`src/rtl/skf_ram.sv`:
```
module skf_ram #(
  parameter int WIDTH = 64,
  parameter int DEPTH = 64
) (
  input  logic                     clk,
  input  logic                     we,
  input  logic [$clog2(DEPTH)-1:0] waddr,
  input  logic [WIDTH-1:0]         wdata,
  input  logic [$clog2(DEPTH)-1:0] raddr,
  output logic [WIDTH-1:0]         rdata
);

  logic [WIDTH-1:0] mem [DEPTH];

  always_ff @(posedge clk) begin
    if (we) begin
      mem[waddr] <= wdata;
    end
    rdata <= mem[raddr];
  end

endmodule

```
`config.mk`:
```
export PLATFORM = sky130hd
export DESIGN_NAME = skf_ram
export DESIGN_NICKNAME = d
export VERILOG_FILES = /design/src/rtl/skf_ram.sv
export SDC_FILE = /design/constraint.sdc
export NUM_CORES = 2
export LEC_CHECK = 0
export BUFFER_PORTS_ARGS = -buffer_cell sky130_fd_sc_hd__buf_2
export CAP_MARGIN = 0
export CELL_PAD_IN_SITES_DETAIL_PLACEMENT = 2
export CELL_PAD_IN_SITES_GLOBAL_PLACEMENT = 2
export CORE_MARGIN = 2
export CORE_UTILIZATION = 40
export CTS_BUF_LIST = sky130_fd_sc_hd__clkbuf_8
export CTS_CLUSTER_DIAMETER = 40
export CTS_CLUSTER_SIZE = 24
export DETAILED_ROUTE_END_ITERATION = 8
export GPL_TIMING_DRIVEN = 1
export PLACE_DENSITY_LB_ADDON = 0.15
export SYNTH_ARGS = -nofsm -noshare
export SYNTH_HDL_FRONTEND = slang
export SYNTH_SLANG_ARGS = --single-unit
```
`constraint.sdc`:
```
create_clock -name clk -period 18.6 [get_ports clk]
set_clock_uncertainty 0.1 [all_clocks]
set_input_delay 2.79 -clock clk [delete_from_list [all_inputs] [get_ports clk]]
set_output_delay 2.79 -clock clk [all_outputs]
set_load 0.03 [all_outputs]
```
; ---- Yosys cells after proc, flatten, opt, wreduce, memory -nomap -nowiden
; Memory sizes are Yosys's and may differ from the RTL's. A register that Yosys moved wholly into a read port is not among the register bits.
; Index checks and enable logic that the tools add are counted.
[word_totals]
register_bits = 0
latch_bits = 0
ram_bits = 4096
rom_bits = 0
input_bits = 78
output_inout_bits = 64
word_cells = 3
n_memories = 1
[op_classes]
add_sub_neg = 0
multipliers = 0
div_mod_pow = 0
order_cmp = 0
n_eq_ne = 0
shift = 0
muxes = 2
bitwise_logic = 0
reduce_logical = 0
[mem_list]
columns = memory, depth, word_bits, read_ports, rd_clocked_by_memory_dff, write_ports, line
row1 = mem, 64, 64, 1, 1, 1, 13  ; logic [WIDTH-1:0] mem [DEPTH];
[op_table]
columns = op, n
row1 = $mux 1, 2

; ---- Logic depth before layout (Yosys ltp)
[logic_depth]
word_depth = 2
depth_mapped = 9
ltp_nobuf = 5

; ---- Worst setup path after synthesis
; Ideal clock, no wire load.
[synth_timing]
path_type = input -> register
startpoint = input waddr[3]
endpoint = memory mem[48][0] (enable)
arrival_ns = 7.662
path_slack_ns = 10.274
stages = 4
n_path_buf = 1
path_cell_list = clkbuf_1 > nor2b_1 > nand4b_1 > nor3_1
[synth_rtl]
columns = element, line
row1 = "start, declared", 7  ; input logic [$clog2(DEPTH)-1:0] waddr,
row2 = "end, declared", 13
; Straight into the memory's write port.

==> impl_metrics.env <==
export IMPL_dpl_hpwl_microns=279000
export IMPL_area_growth_pct=13.4
export IMPL_io_buffers=141
export IMPL_yosysTopAreaCellShare_pct=78.7
export IMPL_syn_area_per_cell_sq_um=23.7
export IMPL_total_power_mw=19.5
export IMPL_grt_max_degree=97
export IMPL_worstPathMaxFanout=70
export IMPL_synth_distinct_cells=33
export IMPL_yosys_warnings=0
export IMPL_tritoncts="done"
export IMPL_worstPathArrival_ns=7.82
export IMPL_drcViolationCount=0
export IMPL_routedWlPerCell_microns=41.5
export IMPL_cts_buffers=581
export IMPL_synthTopCellsByArea="edfxtp_1, mux4_2, mux2i_1"
export IMPL_cp_required_ns=19.54
export IMPL_dpl_cell_area_sq_um=164000
export IMPL_final_util_pct=45.5
export IMPL_grt_overflow_total=0
export IMPL_drt_iter0_markers=9504
export IMPL_layout_nets=7250
export IMPL_worst_pin_slew_ns=1.36
export IMPL_dieArea_sq_um=396000
export IMPL_fin_cells=12900
export IMPL_cts_root_buffer="clkbuf_8"
export IMPL_syn_inst=6598
export IMPL_hold_viol=0
export IMPL_async_reset_ff_share_pct=0
export IMPL_final_area_sq_um=177000
export IMPL_holdBufCountCts=0
export IMPL_cts_htree_levels=6
export IMPL_grt_use_total_pct=26.8
export IMPL_pre_cts_ws_ns=10.28
export IMPL_slew_headroom_pct=9.30
export IMPL_worst_skew_pair_late_latency_ns=1.26
export IMPL_crit_type="primary input to register"
export IMPL_dp_cells=11800
export IMPL_yosysMostFrequentCell="edfxtp_1"
export IMPL_synthTopCellsByCount="edfxtp_1, mux4_2, buf_2"
export IMPL_fin_crit_sh_pct=37.0
export IMPL_synth_edf_count=4096
export IMPL_die_w_microns=629
export IMPL_antenna_found_initial=50
export IMPL_cts_sinks=4160
export IMPL_drive_gt1_share_pct=31.7
export IMPL_die_y_microns=629
export IMPL_firstDrtPassIters=6
export IMPL_rsz0062_at_grt="no"
export IMPL_cts_buffer_depth=4
export IMPL_netlist_area_sq_um=156000
export IMPL_grt_pass1_vias=84000
export IMPL_num_rows=229
export IMPL_ys_ff_latch=4160
export IMPL_setup_slack_ns=11.72
export IMPL_p_per_area_nw_per_um2=110
export IMPL_clk_pin_slew_worst_paths_ns=0.08
export IMPL_timing_fmax_mhz=145
export IMPL_dr_total_vias=78500
export IMPL_cp_end_kind="register"
export IMPL_ioPinCount=142
export IMPL_ctsResizeCount=0
export IMPL_worstHoldPathType="register to register"
export IMPL_ir_drop_mv=0.0714
export IMPL_grt_pass1_wl_microns=728000
export IMPL_start_util_pct=40.2
export IMPL_startpoint_type="primary input"
export IMPL_core_area_sq_um=389000
export IMPL_synth_fp_nets=6676
export IMPL_synthFlopType="edfxtp_1"
export IMPL_wl_microns=534000
export IMPL_synth_seq_area_share_pct=79.5
export IMPL_gp_congestion=0.746
export IMPL_final_setup_viol_count=0
export IMPL_ant_nets=0
export IMPL_timing_setup_tns_ns=0
export IMPL_via_per_inst=6.10
export IMPL_post_cts_buffers=0
export IMPL_status="completed"
export IMPL_p_leak_nw=55.0
export IMPL_whs_ns=0.754
export IMPL_finalMaxSlewViolations=0
export IMPL_drv_cap=0
export IMPL_synth_top_cell_by_area="edfxtp_1"
export IMPL_min_period_ns=6.88
## placed cells by master (no fill, tap or decap), drive strengths merged, types with 72 or more instances in the layout
| cell | instances |
|---|---|
| a22o | 88 |
| clkinv | 189 |
| edfxtp | 4096 |
| clkinvlp | 75 |
| o22ai | 83 |
| clkbuf | 601 |
| mux2i | 135 |
| inv | 151 |
| bufinv | 72 |
| mux4 | 1024 |
| a22oi | 168 |
| buf | 361 |
| nor2 | 112 |
## sequential cells by signal, indices dropped and copies added, names as in the netlist
signal,cells
mem,4096
rdata,64
## cells by family (layout without fill, tap and decap cells)
family / Yosys count / in the layout / synth area share, %
compound gates: 504 / 504 / 2.48
buf+inv: 389 / 1449 / 1.18
flops: 4160 / 4160 / 79.5
mux: 1159 / 1159 / 15.6
other cells: 0 / 23 / 0
simple gates: 386 / 386 / 1.24
## worst max-delay path: stages
cell and delay [ns]:
buf_12 0.46, buf_12 0.53, buf_4 0.74, buf_4 0.68
buf_4 0.79, mux4_2 0.60, mux2i_1 0.18, o22ai_1 0.13
a41oi_1 0.49, a211oi_1 0.10
## final timing paths
kind               start        end  slack, ns  cells after the start
min reg2reg  mem[46][26]  rdata[26]       0.75                      4
max reg2reg   mem[9][42]  rdata[42]      16.23                      5
max             raddr[0]  rdata[13]      11.72                     10
min          mem[46][26]  rdata[26]       0.75                      4
## cell type report
| type | count | area (sq um) |
|---|---|---|
| fill | 34500 | 212000 |
| clock inverter | 468 | 4690 |
| tap | 5197 | 6500 |
| timing repair buffer | 361 | 2580 |
| clock buffer | 601 | 8270 |
| antenna | 23 | 57.6 |
| multi-input combinational | 2049 | 30800 |
| inverter | 19 | 71.3 |
| sequential | 4160 | 124000 |
## power breakdown
| part | internal (mW) | switching [mW] |
|---|---|---|
| clock network | 4.14 | 3.94 |
| registers | 10.4 | 0.0550 |
| logic | 0.318 | 0.637 |
## metal layers
metal	wire length [microns]	track usage, %	vias up	part of all wire [%]
li1	-	-	29800	-
met1	219000	36.6	44500	41
met2	266000	45.3	3405	50
met3	34300	3.76	811	6.4
met4	15100	6.85	0	2.8
met5	0	0	-	0
Note: power is estimated with default switching activity, not from simulation.
