===== src/rtl/skf_pkg.sv =====
package skf_pkg;

  localparam int IDX_W          = 6;
  localparam int ROT_W          = 16;
  localparam int POS_W          = 20;
  localparam int FRAC           = 14;
  localparam int T_W            = 24;
  localparam int DIGIT_W        = 4;
  localparam int PROD_W         = T_W + ROT_W;
  localparam int SUM_W          = PROD_W + 4;
  localparam int RND_W          = SUM_W - FRAC;
  localparam int EXT_W          = 9;
  localparam int MAX_JOINTS_DEF = 64;

  typedef enum logic [2:0] {
    ST_IDLE,
    ST_LOAD,
    ST_ISSUE,
    ST_MUL,
    ST_ROUND,
    ST_FINISH
  } state_t;

  // R: parent * local rotation, T: parent * position, S: t * conj(parent).
  typedef enum logic [1:0] {
    PH_R,
    PH_T,
    PH_S
  } phase_t;

  typedef struct packed {
    logic [1:0] ia;
    logic [1:0] ib;
    logic       neg;
  } term_t;

  // One term of the Hamilton product a * b: component c, term k.
  function automatic term_t skf_term(input logic [1:0] c, input logic [1:0] k);
    term_t t;
    case ({c, k})
      4'h0: t = '{2'd0, 2'd3, 1'b0};
      4'h1: t = '{2'd3, 2'd0, 1'b0};
      4'h2: t = '{2'd1, 2'd2, 1'b0};
      4'h3: t = '{2'd2, 2'd1, 1'b1};
      4'h4: t = '{2'd1, 2'd3, 1'b0};
      4'h5: t = '{2'd3, 2'd1, 1'b0};
      4'h6: t = '{2'd2, 2'd0, 1'b0};
      4'h7: t = '{2'd0, 2'd2, 1'b1};
      4'h8: t = '{2'd2, 2'd3, 1'b0};
      4'h9: t = '{2'd3, 2'd2, 1'b0};
      4'ha: t = '{2'd0, 2'd1, 1'b0};
      4'hb: t = '{2'd1, 2'd0, 1'b1};
      4'hc: t = '{2'd3, 2'd3, 1'b0};
      4'hd: t = '{2'd0, 2'd0, 1'b1};
      4'he: t = '{2'd1, 2'd1, 1'b1};
      4'hf: t = '{2'd2, 2'd2, 1'b1};
      default: t = '{2'd0, 2'd0, 1'b0};
    endcase
    return t;
  endfunction

endpackage


===== src/rtl/skf_dmul.sv =====
module skf_dmul import skf_pkg::*; #(
  parameter int A_W = T_W,
  parameter int B_W = ROT_W,
  parameter int D_W = DIGIT_W
) (
  input  logic                    clk,
  input  logic                    rst,
  input  logic                    load,
  input  logic signed [A_W-1:0]   a,
  input  logic signed [B_W-1:0]   b,
  output logic                    done,
  output logic signed [A_W+B_W-1:0] prod
);

  localparam int NDIG = B_W / D_W;
  localparam int CW   = (NDIG > 1) ? $clog2(NDIG) : 1;
  localparam int P_W  = A_W + B_W;

  logic signed [A_W-1:0]     a_reg;
  logic [B_W-1:0]            b_sh;
  logic signed [P_W-1:0]     acc;
  logic [CW-1:0]             cnt;
  logic                      busy;
  logic signed [D_W:0]       dext;
  logic signed [A_W+D_W:0]   pp;

  // The multiplier digits leave the shift register most significant first;
  // only the top digit carries the sign.
  always_comb begin
    if (cnt == '0) begin
      dext = $signed({b_sh[B_W-1], b_sh[B_W-1 -: D_W]});
    end else begin
      dext = $signed({1'b0, b_sh[B_W-1 -: D_W]});
    end
    pp = a_reg * dext;
  end

  always_ff @(posedge clk) begin
    if (rst) begin
      busy <= 1'b0;
      cnt  <= '0;
    end else if (load) begin
      busy <= 1'b1;
      cnt  <= '0;
    end else if (busy) begin
      cnt <= cnt + 1'b1;
      if (cnt == CW'(NDIG - 1)) begin
        busy <= 1'b0;
      end
    end
  end

  always_ff @(posedge clk) begin
    if (load) begin
      a_reg <= a;
      b_sh  <= b;
      acc   <= '0;
    end else if (busy) begin
      b_sh <= b_sh << D_W;
      acc  <= (acc <<< D_W) + P_W'(pp);
    end
  end

  assign done = !busy;
  assign prod = acc;

endmodule


===== config.mk =====
export PLATFORM = sky130hd
export DESIGN_NAME = skf_dmul
export DESIGN_NICKNAME = d
export VERILOG_FILES = /design/src/rtl/skf_pkg.sv /design/src/rtl/skf_dmul.sv
export SDC_FILE = /design/constraint.sdc
export NUM_CORES = 1
export LEC_CHECK = 0
export BUFFER_PORTS_ARGS = -buffer_cell sky130_fd_sc_hd__buf_4
export CAP_MARGIN = 10
export CORE_ASPECT_RATIO = 1.75
export CORE_MARGIN = 10
export CORE_UTILIZATION = 40
export DETAILED_ROUTE_END_ITERATION = 8
export PLACE_DENSITY = 0.6
export SYNTH_ARGS = -nofsm -noshare
export SYNTH_HDL_FRONTEND = slang
export SYNTH_SLANG_ARGS = --single-unit
export TNS_END_PERCENT = 30

===== constraint.sdc =====
create_clock -name clk -period 4.7 [get_ports clk]
set_input_delay 0.235 -clock clk [delete_from_list [all_inputs] [get_ports clk]]
set_output_delay 0.235 -clock clk [all_outputs]
set_load 0.01 [all_outputs]

**Yosys cells after proc, flatten, opt, wreduce, memory -nomap -nowiden**

Index checks and enable logic that the tools add are counted.

- Add/sub/neg operators: 2
- Multiply operators: 1
- Div/mod/pow operators: 0
- $lt $le $gt $ge: 0
- Equality and inequality tests: 1
- Shift operators: 0
- Multiplexer cells: 6
- Bitwise logic cells: 0
- Reduce and logical (&&, ||, !) cells: 4

Operators by type and width:

| operator | count |
|---|---|
| adder 40 x 29 -> 40 bit | 1 |
| two-way mux 16 bit | 2 |
| multiplier 24 x 5 -> 29 bit | 1 |
| two-way mux 5 bit | 1 |
| two-way mux 1 bit | 3 |
| adder 2 x 1 -> 2 bit (second input constant) | 1 |
| == test 2 bit (second input constant) | 1 |
| zero test 2 bit | 1 |
| nonzero test 2 bit | 1 |
| OR reduction 2 bit | 1 |
| zero test 1 bit | 1 |

- Register bits after elaboration: 83
- Latch bits: 0
- RAM bits: 0
- Memory bits (read-only): 0
- Bits of input ports: 43
- Output and inout bits: 41
- Word-level logic and storage cells: 19
- Memories: 0

**Logic depth before layout (Yosys ltp)**

- Depth in word-level cells: 4
- Gate-level depth with buffers: 21
- Depth with buffers taken out: 21

**Worst setup path before layout**

OpenSTA, ideal clock, no wires.

- Kind: register to register
- Start: reg cnt[0]
- End: reg acc[36], in the netlist prod[36]
- Data arrival time: 5.141 ns
- Setup slack: -0.558 ns
- Cell stages (with the launch flop): 21
- Path buffers: 1
- Cells stage by stage: dfxtp_1 inv_1 ha_1 nand2_1 clkbuf_1 nor2_1 fa_1 fa_1 inv_1 fa_1 inv_1 ha_1 ha_1 a21o_1 a21oi_2 o211a_4 or4_4 and3_4 nor4b_4 o21ai_1 a32o_1

- Cells in the longest elaborated chain, start to end: 4

Ends and longest elaborated chain:

| what | RTL line | RTL |
|---|---|---|
| start, declared | skf_dmul.sv:22 | `logic [CW-1:0] cnt;` |
| start signal, assigned | skf_dmul.sv:46 | `cnt <= cnt + 1'b1;` |
| zero test 2 bit | skf_dmul.sv:30 | `if (cnt == '0) begin` |
| two-way mux 5 bit | skf_dmul.sv:30 |  |
| multiplier 24 x 5 -> 29 bit | skf_dmul.sv:35 | `pp = a_reg * dext;` |
| adder 40 x 29 -> 40 bit | skf_dmul.sv:60 | `acc <= (acc <<< D_W) + P_W'(pp);` |
| end signal, assigned | skf_dmul.sv:60 |  |
| end, declared | skf_dmul.sv:21 | `logic signed [P_W-1:0] acc;` |

Every way passes these cells.
A chain may end at the register's enable or synchronous reset.

**Worst setup path in the final report**

Ends and elaborated chain as after synthesis.

==> metrics.cfg <==
[route]
drt_iter0_drc=325
vias=7693
routedWlPerCell_um=18.71
ant_nets=0
via_per_inst=5.115
drc_errors=0
firstDrtPassIters=4
wl_um=28130

[clocking]
cts_sinks=83
cts-root-buf=clkbuf_16
clk_pin_slew_ns=0.07
h-tree-depth=3
numCtsBuffers=9
hold_buffers=0
insertion_delay_ns=0.38
cts_tree=yes
clock_path_buffers=2

[timing]
setup_slack_ns=-0.3226
drv_slew=0
finalHoldViolations=0
min_period_ns=5.023
max_slew_margin=0.4373
rsz0062_at_grt=true
finalClockSkew_ns=0.01085
tightestPinTransition_ns=0.8409
finalSetupViolations=21
clock.fmax_mhz=199.1
period_share=1.069

[worst_setup_path]
crit_path_start_kind=flip-flop
crit_fanout=3
crit_type=flip-flop to flip-flop
end_kind=flip-flop
required_ns=4.98
crit_arrival_ns=5.30

[layout]
layout_common_cells=246 x buf_4, 167 x inv_1, 128 x fa_1, 97 x and2_1, 71 x ha_1
nets=1450
area_growth_pct=31.09
layout-drive-gt1-share=0.2936
final_common_cell=buf_4
final_cells=1504
largest_register_ff_count=40
fill_cells=2245
utilization=0.5298

[place]
post-place-ws_ns=-0.4512
place.gp.congestion=0.9278
dp.cells=1477
hpwlAfterDp_um=23050
port_buffers=83

[floorplan]
fp.dieW_um=136.1
dieArea_um2=30360
boundaryPins=84
num_rows=74
die_h_um=223.1
core-area_um2=23330
initial_core_util=0.4041

[synthesis]
synth_edf_count=40
ys_types=65
synthCells=966
yosys_warnings=0
netlist_area_um2=9429
synth_seq_area_share=0.2187
ys_ff_latch=83
synthArstFlopShare=0
syn_avg_cell_area_um2=9.761
syn_nets=1222
ys.flop_type=dfxtp_1

[global_route]
grt_pass1_wl_um=44950
grt_max_degree=46
antenna_found_initial=1
grt.overflow.total=0
grt_usage=0.1934
first_global_vias=8530

[min_path]
hp-class=input pin to flip-flop

[status]
violations=setup timing
status=finished, violations left

[run]
maxCapViolations=0

-- final timing paths --
kind	start	endpoint	slack (ns)	cells past startpoint
max	cnt[0]$_SDFFE_PP0P_	prod[36]$_SDFFE_PP0P_	-0.32	21
min	rst	busy$_SDFF_PP0_	0.02	2
max reg2reg	cnt[0]$_SDFFE_PP0P_	prod[36]$_SDFFE_PP0P_	-0.32	21
min reg2reg	prod[35]$_SDFFE_PP0P_	prod[35]$_SDFFE_PP0P_	0.50	2
-- cells by family (layout without fill, tap and decap cells) --
group,count (synthesis),count (layout),share of synthesized area
AO/OA/AOI/OAI,135,135,0.09674
XOR/XNOR,30,30,0.02787
adder cells (fa/ha/maj),213,213,0.3869
buffers and inverters,211,444,0.08439
flip-flops,83,83,0.2187
multiplexers,29,29,0.03238
other,0,1,0
AND/OR/NAND/NOR,265,265,0.1530
-- per-layer routing --
metal | up-vias | track usage | part of all wire | routed length (um)
li1 | 3586 | - | - | -
met1 | 3893 | 0.1783 | 0.33 | 9194
met2 | 153 | 0.3847 | 0.59 | 16680
met3 | 61 | 0.03060 | 0.031 | 880
met4 | 0 | 0.09934 | 0.049 | 1374
met5 | - | 0 | 0 | 0
-- Yosys cell counts (4+ instances only) --
| master | count | area [um^2] |
|---|---|---|
| a211oi_1 | 6 | 45.04 |
| a21o_1 | 20 | 150.1 |
| a21oi_1 | 32 | 160.2 |
| a31oi_1 | 8 | 50.05 |
| and2_1 | 97 | 606.8 |
| and3_1 | 8 | 50.05 |
| clkbuf_1 | 33 | 123.9 |
| dfxtp_1 | 43 | 860.8 |
| edfxtp_1 | 40 | 1201 |
| fa_1 | 131 | 2623 |
| ha_1 | 82 | 1026 |
| inv_1 | 172 | 645.6 |
| mux2_2 | 12 | 135.1 |
| mux2i_1 | 17 | 170.2 |
| nand2_1 | 47 | 176.4 |
| nand3_1 | 7 | 35.03 |
| nand4_1 | 8 | 50.05 |
| nor2_1 | 57 | 214.0 |
| nor3_1 | 9 | 45.04 |
| o21a_1 | 4 | 30.03 |
| o21ai_0 | 24 | 120.1 |
| o21ai_1 | 6 | 30.03 |
| or3_1 | 6 | 37.54 |
| xnor2_1 | 16 | 140.1 |
| xor2_1 | 14 | 122.6 |
-- area by class of cell --
class,count,area [um^2],area share
clock inverter,7,90.09,0.007288
clock buffer,9,225.2,0.01822
inverter,173,653.1,0.05284
antenna,1,2.502,0.0002024
multi-input combinational,672,6943,0.5617
sequential,83,2066,0.1671
tap,304,380.4,0.03077
timing repair buffer,255,2001,0.1619
-- worst max-delay path: stages, from the launching register on --
cell	delay, ns
dfxtp_2	0.33
inv_2	0.06
ha_4	0.13
nand2_4	0.05
or2_4	0.23
fa_1	0.48
inv_1	0.05
fa_1	0.44
fa_1	0.49
inv_1	0.05
fa_1	0.49
inv_2	0.05
ha_4	0.16
fa_2	0.39
a21o_1	0.17
a21oi_2	0.15
o211a_4	0.19
or4_4	0.13
and3_4	0.23
nor4b_4	0.05
or3_1	0.34
a32o_1	0.25
-- what timing repair did --
action	in CTS	in global routing
gates resized for setup	46	20
buffers inserted	7	3
pin swaps	28	17
endpoints found under the setup margin	26	31
-- stage by stage --
step	setup TNS [ns]	hold WS (ns)	instance area [um^2]
6_report	-3.786	0.02395	12360
3_5_place_dp	-7.670	0.4117	11650
4_1_cts	-4.653	0.001242	12240
3_3_place_gp	-6.181	0.4076	11650
2_1_floorplan	-2.155	0.3041	9537
5_1_grt	-8.334	0.01673	12360
Power is left out: the tool's default activity adds up to more than one toggle a clock period on the data nets, which glitch-free logic cannot reach.
